[config.mk]
export PLATFORM = sky130hd
export DESIGN_NAME = iso8601_timestamp_parser
export DESIGN_NICKNAME = d
export VERILOG_FILES = /design/src/design/isots_pkg.sv /design/src/design/isots_ctrl.sv /design/src/design/isots_dp.sv /design/src/design/iso8601_timestamp_parser.sv
export SDC_FILE = /design/constraint.sdc
export NUM_CORES = 2
export LEC_CHECK = 0
export ABC_AREA = 0
export BUFFER_PORTS_ARGS = -buffer_cell sky130_fd_sc_hd__buf_2
export CAP_MARGIN = 20
export CORE_MARGIN = 2
export CORE_UTILIZATION = 50
export CTS_BUF_LIST = sky130_fd_sc_hd__clkbuf_4 sky130_fd_sc_hd__clkbuf_8
export DETAILED_ROUTE_END_ITERATION = 8
export GPL_TIMING_DRIVEN = 1
export PLACE_DENSITY = 0.66
export RECOVER_POWER = 100
export SLEW_MARGIN = 20
export SYNTH_ARGS = -nofsm -noshare
export SYNTH_HDL_FRONTEND = slang
export SYNTH_SLANG_ARGS = --single-unit
export TNS_END_PERCENT = 100
[constraint.sdc]
create_clock -name clock -period 17 [get_ports clock]
set_input_delay 1.7 -clock clock [delete_from_list [all_inputs] [get_ports clock]]
set_output_delay 1.7 -clock clock [all_outputs]
set_load 0.005 [all_outputs]
[src/design/isots_pkg.sv]
// Shared constants and types for the ISO 8601 timestamp parser.
package isots_pkg;

   localparam int PhaseWidth = 5;

   localparam logic [PhaseWidth-1:0] PH_LEAD       = 5'd0;
   localparam logic [PhaseWidth-1:0] PH_Y2         = 5'd1;
   localparam logic [PhaseWidth-1:0] PH_Y3         = 5'd2;
   localparam logic [PhaseWidth-1:0] PH_Y4         = 5'd3;
   localparam logic [PhaseWidth-1:0] PH_DASH1      = 5'd4;
   localparam logic [PhaseWidth-1:0] PH_MO1        = 5'd5;
   localparam logic [PhaseWidth-1:0] PH_MO2        = 5'd6;
   localparam logic [PhaseWidth-1:0] PH_DASH2      = 5'd7;
   localparam logic [PhaseWidth-1:0] PH_D1         = 5'd8;
   localparam logic [PhaseWidth-1:0] PH_D2         = 5'd9;
   localparam logic [PhaseWidth-1:0] PH_AFTER_DATE = 5'd10;
   localparam logic [PhaseWidth-1:0] PH_SPACE      = 5'd11;
   localparam logic [PhaseWidth-1:0] PH_H1         = 5'd12;
   localparam logic [PhaseWidth-1:0] PH_H2         = 5'd13;
   localparam logic [PhaseWidth-1:0] PH_COLON1     = 5'd14;
   localparam logic [PhaseWidth-1:0] PH_MI1        = 5'd15;
   localparam logic [PhaseWidth-1:0] PH_MI2        = 5'd16;
   localparam logic [PhaseWidth-1:0] PH_AFTER_MIN  = 5'd17;
   localparam logic [PhaseWidth-1:0] PH_S1         = 5'd18;
   localparam logic [PhaseWidth-1:0] PH_S2         = 5'd19;
   localparam logic [PhaseWidth-1:0] PH_AFTER_SEC  = 5'd20;
   localparam logic [PhaseWidth-1:0] PH_FRAC0      = 5'd21;
   localparam logic [PhaseWidth-1:0] PH_FRAC       = 5'd22;
   localparam logic [PhaseWidth-1:0] PH_AFTER_ZONE = 5'd23;
   localparam logic [PhaseWidth-1:0] PH_OH1        = 5'd24;
   localparam logic [PhaseWidth-1:0] PH_OH2        = 5'd25;
   localparam logic [PhaseWidth-1:0] PH_AFTER_OH   = 5'd26;
   localparam logic [PhaseWidth-1:0] PH_OM1        = 5'd27;
   localparam logic [PhaseWidth-1:0] PH_OM2        = 5'd28;
   localparam logic [PhaseWidth-1:0] PH_TRAIL      = 5'd29;

   localparam logic [7:0] CH_T     = 8'd84;
   localparam logic [7:0] CH_Z     = 8'd90;
   localparam logic [7:0] CH_COMMA = 8'd44;
   localparam logic [7:0] CH_DOT   = 8'd46;
   localparam logic [7:0] CH_PLUS  = 8'd43;
   localparam logic [7:0] CH_MINUS = 8'd45;
   localparam logic [7:0] CH_COLON = 8'd58;
   localparam logic [7:0] CH_SPACE = 8'd32;
   localparam logic [7:0] CH_ZERO  = 8'd48;

   // Datapath operation selects for the final conversion.
   localparam logic [2:0] OP_NONE  = 3'd0;
   localparam logic [2:0] OP_DATE  = 3'd1;
   localparam logic [2:0] OP_DAYS  = 3'd2;
   localparam logic [2:0] OP_TIME  = 3'd3;
   localparam logic [2:0] OP_SUM   = 3'd4;
   localparam logic [2:0] OP_CLEAR = 3'd5;

   typedef struct packed {
      logic       char_en;
      logic [7:0] char_code;
      logic [2:0] op;
   } isots_cmd_type;

   typedef struct packed {
      logic fail;
      logic can_end;
   } isots_sts_type;

   function automatic logic is_ws(input logic [7:0] c);
      return (c == CH_SPACE) || (c >= 8'd9 && c <= 8'd13);
   endfunction

   function automatic logic is_dig(input logic [7:0] c);
      return (c >= 8'd48) && (c <= 8'd57);
   endfunction

endpackage

[src/design/isots_ctrl.sv]
// Controller: handshake sequencing of character intake and final conversion.
module isots_ctrl (
   input  logic                    clock,
   input  logic                    reset,
   input  logic                    req_valid,
   output logic                    req_ready,
   input  logic [7:0]              req_char_code,
   input  logic                    req_is_last,
   output logic                    rsp_valid,
   input  logic                    rsp_ready,
   output isots_pkg::isots_cmd_type cmd
);
   localparam logic [2:0] S_IDLE = 3'd0;
   localparam logic [2:0] S_DATE = 3'd1;
   localparam logic [2:0] S_DAYS = 3'd2;
   localparam logic [2:0] S_TIME = 3'd3;
   localparam logic [2:0] S_SUM  = 3'd4;
   localparam logic [2:0] S_OUT  = 3'd5;

   logic [2:0] state_ff, state_in;
   logic       take;

   assign req_ready = (state_ff == S_IDLE);
   assign rsp_valid = (state_ff == S_OUT);
   assign take      = req_valid && req_ready;

   always_comb begin
      state_in      = state_ff;
      cmd.char_en   = take;
      cmd.char_code = req_char_code;
      cmd.op        = isots_pkg::OP_NONE;
      unique case (state_ff)
         S_IDLE: if (take && req_is_last) state_in = S_DATE;
         S_DATE: begin
            cmd.op   = isots_pkg::OP_DATE;
            state_in = S_DAYS;
         end
         S_DAYS: begin
            cmd.op   = isots_pkg::OP_DAYS;
            state_in = S_TIME;
         end
         S_TIME: begin
            cmd.op   = isots_pkg::OP_TIME;
            state_in = S_SUM;
         end
         S_SUM: begin
            cmd.op   = isots_pkg::OP_SUM;
            state_in = S_OUT;
         end
         S_OUT: if (rsp_ready) begin
            cmd.op   = isots_pkg::OP_CLEAR;
            state_in = S_IDLE;
         end
         default: state_in = S_IDLE;
      endcase
   end

   always_ff @(posedge clock) begin
      if (reset) state_ff <= S_IDLE;
      else       state_ff <= state_in;
   end
endmodule

[src/design/isots_dp.sv]
// Datapath: field registers, character parsing and epoch conversion.
module isots_dp (
   input  logic                     clock,
   input  logic                     reset,
   input  isots_pkg::isots_cmd_type  cmd,
   output isots_pkg::isots_sts_type  sts,
   output logic                     rsp_parse_ok,
   output logic signed [48:0]       rsp_epoch_millis
);
   logic [4:0]  phase_ff, phase_in;
   logic        failed_ff, failed_in;
   logic [13:0] year_ff, year_in;
   logic [6:0]  month_ff, month_in;
   logic [6:0]  day_ff, day_in;
   logic [6:0]  hour_ff, hour_in;
   logic [6:0]  minute_ff, minute_in;
   logic [6:0]  second_ff, second_in;
   logic [9:0]  millis_ff, millis_in;
   logic [1:0]  fcount_ff, fcount_in;
   logic        fnz_ff, fnz_in;
   logic        zneg_ff, zneg_in;
   logic [6:0]  zh_ff, zh_in;
   logic [6:0]  zm_ff, zm_in;

   logic        ok_ff;
   logic signed [48:0] acc_ff;
   logic signed [22:0] days_ff;
   logic signed [5:0]  era_ff;
   logic [8:0]  yoe_ff;
   logic [8:0]  doy_ff;

   logic [7:0] c;
   logic [3:0] d;
   logic       dig, ws;

   assign c   = cmd.char_code;
   assign d   = 4'(c - isots_pkg::CH_ZERO);
   assign dig = isots_pkg::is_dig(c);
   assign ws  = isots_pkg::is_ws(c);

   function automatic logic [13:0] mac14(input logic [13:0] a, input logic [3:0] x);
      return 14'(a * 14'd10 + 14'(x));
   endfunction
   function automatic logic [6:0] mac7(input logic [6:0] a, input logic [3:0] x);
      return 7'(a * 7'd10 + 7'(x));
   endfunction

   always_comb begin
      phase_in  = phase_ff;
      failed_in = failed_ff;
      year_in   = year_ff;
      month_in  = month_ff;
      day_in    = day_ff;
      hour_in   = hour_ff;
      minute_in = minute_ff;
      second_in = second_ff;
      millis_in = millis_ff;
      fcount_in = fcount_ff;
      fnz_in    = fnz_ff;
      zneg_in   = zneg_ff;
      zh_in     = zh_ff;
      zm_in     = zm_ff;
      if (cmd.char_en && !failed_ff) begin
         unique case (phase_ff) inside
            isots_pkg::PH_LEAD, isots_pkg::PH_Y2, isots_pkg::PH_Y3, isots_pkg::PH_Y4: begin
               if (phase_ff == isots_pkg::PH_LEAD && ws) begin
                  phase_in = phase_ff;
               end else if (dig) begin
                  year_in  = mac14(year_ff, d);
                  phase_in = 5'(phase_ff + 5'd1);
               end else failed_in = 1'b1;
            end
            isots_pkg::PH_DASH1, isots_pkg::PH_DASH2: begin
               if (c == isots_pkg::CH_MINUS) phase_in = 5'(phase_ff + 5'd1);
               else failed_in = 1'b1;
            end
            isots_pkg::PH_MO1, isots_pkg::PH_MO2: begin
               if (dig) begin
                  month_in = mac7(month_ff, d);
                  phase_in = 5'(phase_ff + 5'd1);
               end else failed_in = 1'b1;
            end
            isots_pkg::PH_D1, isots_pkg::PH_D2: begin
               if (dig) begin
                  day_in   = mac7(day_ff, d);
                  phase_in = 5'(phase_ff + 5'd1);
               end else failed_in = 1'b1;
            end
            isots_pkg::PH_AFTER_DATE: begin
               if (c == isots_pkg::CH_T)          phase_in = isots_pkg::PH_H1;
               else if (c == isots_pkg::CH_SPACE) phase_in = isots_pkg::PH_SPACE;
               else if (ws)                        phase_in = isots_pkg::PH_TRAIL;
               else                                failed_in = 1'b1;
            end
            isots_pkg::PH_SPACE, isots_pkg::PH_H1, isots_pkg::PH_H2: begin
               if (dig) begin
                  hour_in  = mac7(hour_ff, d);
                  phase_in = (phase_ff == isots_pkg::PH_H2) ? isots_pkg::PH_COLON1
                                                             : isots_pkg::PH_H2;
               end else if (phase_ff == isots_pkg::PH_SPACE && ws) begin
                  phase_in = isots_pkg::PH_TRAIL;
               end else failed_in = 1'b1;
            end
            isots_pkg::PH_COLON1: begin
               if (c == isots_pkg::CH_COLON) phase_in = isots_pkg::PH_MI1;
               else failed_in = 1'b1;
            end
            isots_pkg::PH_MI1, isots_pkg::PH_MI2: begin
               if (dig) begin
                  minute_in = mac7(minute_ff, d);
                  phase_in  = 5'(phase_ff + 5'd1);
               end else failed_in = 1'b1;
            end
            isots_pkg::PH_S1, isots_pkg::PH_S2: begin
               if (dig) begin
                  second_in = mac7(second_ff, d);
                  phase_in  = 5'(phase_ff + 5'd1);
               end else failed_in = 1'b1;
            end
            isots_pkg::PH_FRAC0: begin
               if (dig) begin
                  if (fcount_ff != 2'd3) begin
                     millis_in = 10'(millis_ff * 10'd10 + 10'(d));
                     fcount_in = 2'(fcount_ff + 2'd1);
                  end
                  if (d != 4'd0) fnz_in = 1'b1;
                  phase_in = isots_pkg::PH_FRAC;
               end else failed_in = 1'b1;
            end
            isots_pkg::PH_AFTER_MIN, isots_pkg::PH_AFTER_SEC, isots_pkg::PH_FRAC: begin
               if (phase_ff == isots_pkg::PH_AFTER_MIN && c == isots_pkg::CH_COLON) begin
                  phase_in = isots_pkg::PH_S1;
               end else if (phase_ff == isots_pkg::PH_AFTER_SEC &&
                            (c == isots_pkg::CH_DOT || c == isots_pkg::CH_COMMA)) begin
                  phase_in = isots_pkg::PH_FRAC0;
               end else if (phase_ff == isots_pkg::PH_FRAC && dig) begin
                  if (fcount_ff != 2'd3) begin
                     millis_in = 10'(millis_ff * 10'd10 + 10'(d));
                     fcount_in = 2'(fcount_ff + 2'd1);
                  end
                  if (d != 4'd0) fnz_in = 1'b1;
               end else if (c == isots_pkg::CH_Z) begin
                  phase_in = isots_pkg::PH_AFTER_ZONE;
               end else if (c == isots_pkg::CH_PLUS || c == isots_pkg::CH_MINUS) begin
                  zneg_in  = (c == isots_pkg::CH_MINUS);
                  phase_in = isots_pkg::PH_OH1;
               end else if (ws) begin
                  phase_in = isots_pkg::PH_TRAIL;
               end else failed_in = 1'b1;
            end
            isots_pkg::PH_AFTER_ZONE, isots_pkg::PH_TRAIL: begin
               if (ws) phase_in = isots_pkg::PH_TRAIL;
               else failed_in = 1'b1;
            end
            isots_pkg::PH_OH1, isots_pkg::PH_OH2: begin
               if (dig) begin
                  zh_in    = mac7(zh_ff, d);
                  phase_in = 5'(phase_ff + 5'd1);
               end else failed_in = 1'b1;
            end
            isots_pkg::PH_AFTER_OH: begin
               if (c == isots_pkg::CH_COLON) phase_in = isots_pkg::PH_OM1;
               else if (dig) begin
                  zm_in    = mac7(zm_ff, d);
                  phase_in = isots_pkg::PH_OM2;
               end else if (ws) phase_in = isots_pkg::PH_TRAIL;
               else failed_in = 1'b1;
            end
            isots_pkg::PH_OM1, isots_pkg::PH_OM2: begin
               if (dig) begin
                  zm_in    = mac7(zm_ff, d);
                  phase_in = (phase_ff == isots_pkg::PH_OM2) ? isots_pkg::PH_AFTER_ZONE
                                                              : isots_pkg::PH_OM2;
               end else failed_in = 1'b1;
            end
            default: failed_in = 1'b1;
         endcase
      end
   end

   logic can_end;
   always_comb begin
      unique case (phase_ff) inside
         isots_pkg::PH_AFTER_DATE, isots_pkg::PH_SPACE, isots_pkg::PH_AFTER_MIN,
         isots_pkg::PH_AFTER_SEC, isots_pkg::PH_FRAC, isots_pkg::PH_AFTER_ZONE,
         isots_pkg::PH_AFTER_OH, isots_pkg::PH_TRAIL: can_end = 1'b1;
         default: can_end = 1'b0;
      endcase
   end
   assign sts.fail    = failed_ff;
   assign sts.can_end = can_end;

   // Field limit checks; the century test uses a reciprocal multiply for year / 100.
   logic        leap, range_ok;
   logic [4:0]  mlen;
   logic [22:0] q100_prod;
   logic [6:0]  q100;
   logic        on_century;
   assign q100_prod  = 23'(23'(year_ff[13:2]) * 23'd1311);
   assign q100       = q100_prod[21:15];
   assign on_century = (year_ff == 14'(14'(q100) * 14'd100));
   assign leap = (year_ff[1:0] == 2'b00) && (!on_century || q100[1:0] == 2'b00);
   always_comb begin
      unique case (month_ff) inside
         7'd1, 7'd3, 7'd5, 7'd7, 7'd8, 7'd10, 7'd12: mlen = 5'd31;
         7'd4, 7'd6, 7'd9, 7'd11:                    mlen = 5'd30;
         7'd2:    mlen = leap ? 5'd29 : 5'd28;
         default: mlen = 5'd0;
      endcase
   end
   assign range_ok = (mlen != 5'd0) && (day_ff >= 7'd1) && (day_ff <= 7'(mlen)) &&
                     (hour_ff <= 7'd24) && (minute_ff <= 7'd59) && (second_ff <= 7'd60) &&
                     !(hour_ff == 7'd24 && (minute_ff != 7'd0 || second_ff != 7'd0 || fnz_ff)) &&
                     (zh_ff <= 7'd23) && (zm_ff <= 7'd59);

   // Days from civil, computed in stages (year shifted so March opens the year).
   logic signed [14:0] yadj;
   logic [3:0]  mp;
   logic [8:0]  mbase;
   logic [8:0]  doy;
   logic [15:0] era_prod;
   logic signed [5:0] era;
   logic [8:0]  yoe;
   logic [11:0] c100_prod;
   logic [17:0] doe;
   logic [9:0]  frac;
   assign yadj = (month_ff <= 7'd2) ? 15'(signed'({1'b0, year_ff}) - 15'sd1)
                                    : signed'({1'b0, year_ff});
   assign mp   = (month_ff > 7'd2) ? 4'(month_ff - 7'd3) : 4'(month_ff + 7'd9);
   // Days before each month of the March-based year.
   always_comb begin
      unique case (mp)
         4'd1:    mbase = 9'd31;
         4'd2:    mbase = 9'd61;
         4'd3:    mbase = 9'd92;
         4'd4:    mbase = 9'd122;
         4'd5:    mbase = 9'd153;
         4'd6:    mbase = 9'd184;
         4'd7:    mbase = 9'd214;
         4'd8:    mbase = 9'd245;
         4'd9:    mbase = 9'd275;
         4'd10:   mbase = 9'd306;
         4'd11:   mbase = 9'd337;
         default: mbase = 9'd0;
      endcase
   end
   assign doy  = 9'(10'(mbase) + 10'(day_ff) - 10'd1);
   // Years run -1..9999, so the era is -1..24; year / 400 as (year / 16) * 41 / 1024.
   assign era_prod = 16'(16'(yadj[13:4]) * 16'd41);
   assign era  = (yadj < 0) ? -6'sd1 : signed'({1'b0, era_prod[14:10]});
   assign yoe  = 9'(yadj - 15'(era) * 15'sd400);
   // yoe / 100 as (yoe / 4) * 41 / 1024.
   assign c100_prod = 12'(12'(yoe_ff[8:2]) * 12'd41);
   assign doe  = 18'(18'(yoe_ff) * 18'd365 + 18'(yoe_ff[8:2]) - 18'(c100_prod[11:10]) +
                     18'(doy_ff));
   always_comb begin
      case (fcount_ff)
         2'd0:    frac = 10'd0;
         2'd1:    frac = 10'(millis_ff * 10'd100);
         2'd2:    frac = 10'(millis_ff * 10'd10);
         default: frac = millis_ff;
      endcase
   end

   logic signed [48:0] tsum, zone;
   assign tsum = 49'(hour_ff) * 49'sd3600000 + 49'(minute_ff) * 49'sd60000 +
                 49'(second_ff) * 49'sd1000 + 49'(frac);
   assign zone = (49'(zh_ff) * 49'sd60 + 49'(zm_ff)) * 49'sd60000;

   always_ff @(posedge clock) begin
      if (reset || cmd.op == isots_pkg::OP_CLEAR) begin
         phase_ff  <= isots_pkg::PH_LEAD;
         failed_ff <= 1'b0;
         year_ff   <= '0;
         month_ff  <= '0;
         day_ff    <= '0;
         hour_ff   <= '0;
         minute_ff <= '0;
         second_ff <= '0;
         millis_ff <= '0;
         fcount_ff <= '0;
         fnz_ff    <= 1'b0;
         zneg_ff   <= 1'b0;
         zh_ff     <= '0;
         zm_ff     <= '0;
         ok_ff     <= 1'b0;
      end else begin
         phase_ff  <= phase_in;
         failed_ff <= failed_in;
         year_ff   <= year_in;
         month_ff  <= month_in;
         day_ff    <= day_in;
         hour_ff   <= hour_in;
         minute_ff <= minute_in;
         second_ff <= second_in;
         millis_ff <= millis_in;
         fcount_ff <= fcount_in;
         fnz_ff    <= fnz_in;
         zneg_ff   <= zneg_in;
         zh_ff     <= zh_in;
         zm_ff     <= zm_in;
         if (cmd.op == isots_pkg::OP_DATE) ok_ff <= !failed_ff && can_end && range_ok;
      end
   end

   always_ff @(posedge clock) begin
      case (cmd.op)
         isots_pkg::OP_DATE: begin
            era_ff <= era;
            yoe_ff <= yoe;
            doy_ff <= doy;
         end
         isots_pkg::OP_DAYS:
            days_ff <= 23'(23'(era_ff) * 23'sd146097 + 23'(doe) - 23'sd719468);
         isots_pkg::OP_TIME:
            acc_ff <= 49'(days_ff) * 49'sd86400000;
         isots_pkg::OP_SUM:
            acc_ff <= zneg_ff ? 49'(acc_ff + tsum + zone) : 49'(acc_ff + tsum - zone);
         default: acc_ff <= acc_ff;
      endcase
   end

   assign rsp_parse_ok     = ok_ff;
   assign rsp_epoch_millis = ok_ff ? acc_ff : '0;
endmodule

[src/design/iso8601_timestamp_parser.sv]
// Top level of the streaming ISO 8601 timestamp parser.
// Takes one character per cycle while no result is pending; a character without is_last is simply absorbed.
// The final character starts the conversion steps (range check and date split,
// days-from-civil, day-to-millisecond multiply, time and zone sum), after which the
// result is held on rsp_ until taken; no new item is taken meanwhile.
module iso8601_timestamp_parser (
   input  logic               clock,
   input  logic               reset,
   input  logic               req_valid,
   output logic               req_ready,
   input  logic [7:0]         req_char_code,
   input  logic               req_is_last,
   output logic               rsp_valid,
   input  logic               rsp_ready,
   output logic               rsp_parse_ok,
   output logic signed [48:0] rsp_epoch_millis
);
   isots_pkg::isots_cmd_type cmd;
   isots_pkg::isots_sts_type sts;

   isots_ctrl u_ctrl (
      .clock(clock), .reset(reset),
      .req_valid(req_valid), .req_ready(req_ready),
      .req_char_code(req_char_code), .req_is_last(req_is_last),
      .rsp_valid(rsp_valid), .rsp_ready(rsp_ready), .cmd(cmd)
   );

   isots_dp u_dp (
      .clock(clock), .reset(reset), .cmd(cmd), .sts(sts),
      .rsp_parse_ok(rsp_parse_ok), .rsp_epoch_millis(rsp_epoch_millis)
   );

`ifndef SYNTHESIS
   a_no_overlap: assert property (@(posedge clock) disable iff (reset)
      !(req_ready && rsp_valid)) else $error("input taken while result pending");
   a_zero_on_fail: assert property (@(posedge clock) disable iff (reset)
      (rsp_valid && !rsp_parse_ok) |-> (rsp_epoch_millis == '0))
      else $error("nonzero millis on failed parse");
   a_fail_blocks_ok: assert property (@(posedge clock) disable iff (reset)
      (cmd.op == isots_pkg::OP_DATE && sts.fail) |=> !rsp_parse_ok)
      else $error("failed parse reported valid");
`endif
endmodule
==> results.md <==
* Crit-path max cell delay at 0.87 ns
* All-layer global routing usage at 0.2209
* DIE WIDTH at between 300 and 400 µm
* Synthesized area at 44280 µm²
* Syn Nets at 6346
* Detailed Route WL at 97.99 mm
* Final Worst Setup Slack at 5.066 ns
* RR Endpoint: u_dp.acc_ff[41]
* Worst EP arrival at 12.25 ns
* Clk slew on worst S/H paths at 0.11 ns
* Slew @ Worst Pin at roughly 3.2 ns
* RSZ-0062 raised after global routing: no
* Critical path launch point: u_dp.zh_ff[1]
* Placed Instance Area at 45830 µm²
* Hold path startpoint: u_dp.month_ff[6]
* CTS tree: done
* Row count at between 100 and 150
* Crit path kind: flip-flop to flip-flop
* Mapped Cells at 4939
* Final setup TNS at 0 ns
* Largest net degree at the start of global routing at 85
* GP Congestion at 0.8953
* Ys Warns at 0
* Top area cells in the synthesized netlist: ha_1 (27%), fa_1 (20%), inv_1 (7.9%)
* Area growth, synth to finish at 4.006%
* Layout net count at approximately 6400
* Post-synthesis sequential area ratio at 0.1044
* CTS Buffer Depth at 2
* Yosys top cell by area: ha_1
* Post-CTS Setup Repair Bufs at 0
* Starting density of the core at 0.5027
* Via/cell ratio at 5.331
* Status: complete, but fails checks
* Final ANT Viol Nets at 0
* Slowest CP cell: nor3_1
* Global-route wire length before repair at between 150 and 200 mm
* Crit path required time at 17.32 ns
* Critical path's most frequent cell: inv_1
* Synth cell types at 112
* Area of the core at 88100 µm²
* Failing checks: max-capacitance violations, max-slew violations
* # setup viols final at 0
* HPWL after detailed placement at 83.19 mm
* Final Instance Area at 46060 µm²
* Pre-CTS setup slack at 5.658 ns
* Asr flop ratio synth at 0
* Drt pass-1 iters at 5
* Fmax at ~84 MHz
* Clk_skew at 0.02512 ns
* Yosys reg bits at between 150 and 200
* Post-synth top cells: ha_1 (954), inv_1 (927), fa_1 (440)
* Sink Count at roughly 180
* Rel. slew slack at -1.153
* Number of global-route vias before repair at ~33000
* Root Driver: clkbuf_8
* Hold Path Depth at 2
* Hold Path End: u_dp.month_ff[6]
* Hold crit path type: flip-flop to flip-flop
* CTS hold repair buffers at 0
* Worst r2r src: u_dp.zh_ff[1]
* Reg-to-reg slack, setup at 5.07 ns
* Max-slew violations at around 140
* Dominant synthesized flop cell: edfxtp_1
* Final Hold Viols at 0
* Post-synth top area share at 0.2695
* PortBufs at 64
* Worst-Skew Late Latency at approximately 0.58 ns
* Dominant cell by count in the synthesized netlist: ha_1
* Synth Area per Inst at 8.966 µm²
* Iteration-0 DRC Markers at about 1500
* CP Max Fanout at 11
* Die span in y at 301.6 µm
* # DRC at 0
* Worst reg-to-reg path cell count at 40
* # resized after CTS at 0
* Initial antenna violation count at 1
* Share of cells above drive strength 1 at 0.02922
* Fin crit share at 0.7020
* Io pins at 65
* Worst setup SP type: flip-flop
* Vias at 32670
* Crit. End Element: flip-flop
* CTS Buf Count at 17
* Die Footprint at 90970 µm²
* Post-synth EDFFs at 96
* Max H-tree Level at 4
* Inst Count DP at 6095
* Routed length per instance at 15.99 µm
* Final non-filler cell total at 6129
* Tmin final at 11.93 ns
* Max Cap Viol at 5
* Gr ovfl total at 0
==> critical path, delay by kind of cell, from the launching register on <==
kind / cells / cell delay, ns
compound gates: 13 / 2.70
xor+xnor: 4 / 1.14
buf+inv: 6 / 0.51
simple gates: 8 / 3.02
flops: 1 / 0.46
fa+ha+maj: 9 / 3.85
==> final cells by class <==
class                      count  area [µm²]
clock inverter                11       115.1
tap                         1165        1458
clock buffer                  21       264.0
multi-input combinational   3740       35720
inverter                     927        3480
antenna                        1       2.502
timing repair buffer          81       395.4
fill                        8339       42040
sequential                   183        4626
==> cells by family after synthesis <==
group | after synthesis | share of synthesized area
xor gates and xnor gates | 448 | 0.08860
DFF | 183 | 0.1044
AOI/OAI and AO/OA | 848 | 0.1247
buffers and inverters | 1016 | 0.08730
muxes | 56 | 0.01271
adders and majority gates | 1395 | 0.4687
and+or+nand+nor | 993 | 0.1136
==> registers in the layout, indices dropped and copies added, names as in the netlist, 9 cells and up <==
register and flops:
u_dp.acc_ff 49, u_dp.days_ff 23, u_dp.year_ff 14, u_dp.millis_ff 10, u_dp.doy_ff 9, u_dp.yoe_ff 9
==> layer usage <==
metal | wire length (µm) | vias up | GRT usage | part of all wire
li1 | - | 16540 | - | -
met1 | 48410 | 15600 | 0.3123 | 0.49
met2 | 45550 | 464 | 0.3724 | 0.46
met3 | 2773 | 66 | 0.01729 | 0.028
met4 | 1258 | 0 | 0.04055 | 0.013
met5 | 0 | - | 0 | 0
==> metrics by stage <==
step,utilization,hold slack [ns]
final,0.5228,0.5125
after global routing,0.5228,0.5431
after CTS,0.5245,0.5184
after detailed placement,0.5202,0.5025
after global placement,0.5202,0.4883
after floorplan,-,0.4407
==> worst max-delay path by stage <==
stage | cells after the start | end | slack, ns
after floorplan | 41 | u_dp.acc_ff[41] | 6.70
after global placement | 40 | u_dp.acc_ff[48] | 5.89
after detailed placement | 38 | u_dp.acc_ff[41] | 5.66
after CTS | 38 | u_dp.acc_ff[41] | 5.61
after global routing | 40 | u_dp.acc_ff[41] | 3.93
final | 40 | u_dp.acc_ff[41] | 5.07
==> cells in the final DEF, fill, tap and decap left out, types with 48 or more instances in the layout <==
cell type	n
ha_1	954
inv_1	927
fa_1	440
xnor2_1	311
nor2_1	291
a21oi_1	259
nand2_1	201
o21ai_0	158
xor2_1	137
a21o_1	100
edfxtp_1	96
dfxtp_1	86
nand3_1	84
nor3_1	70
mux2i_1	54
nor2b_1	51
buf_2	48
Power is left out: the tool's default activity adds up to more than one toggle a clock period on the data nets, which glitch-free logic cannot reach.
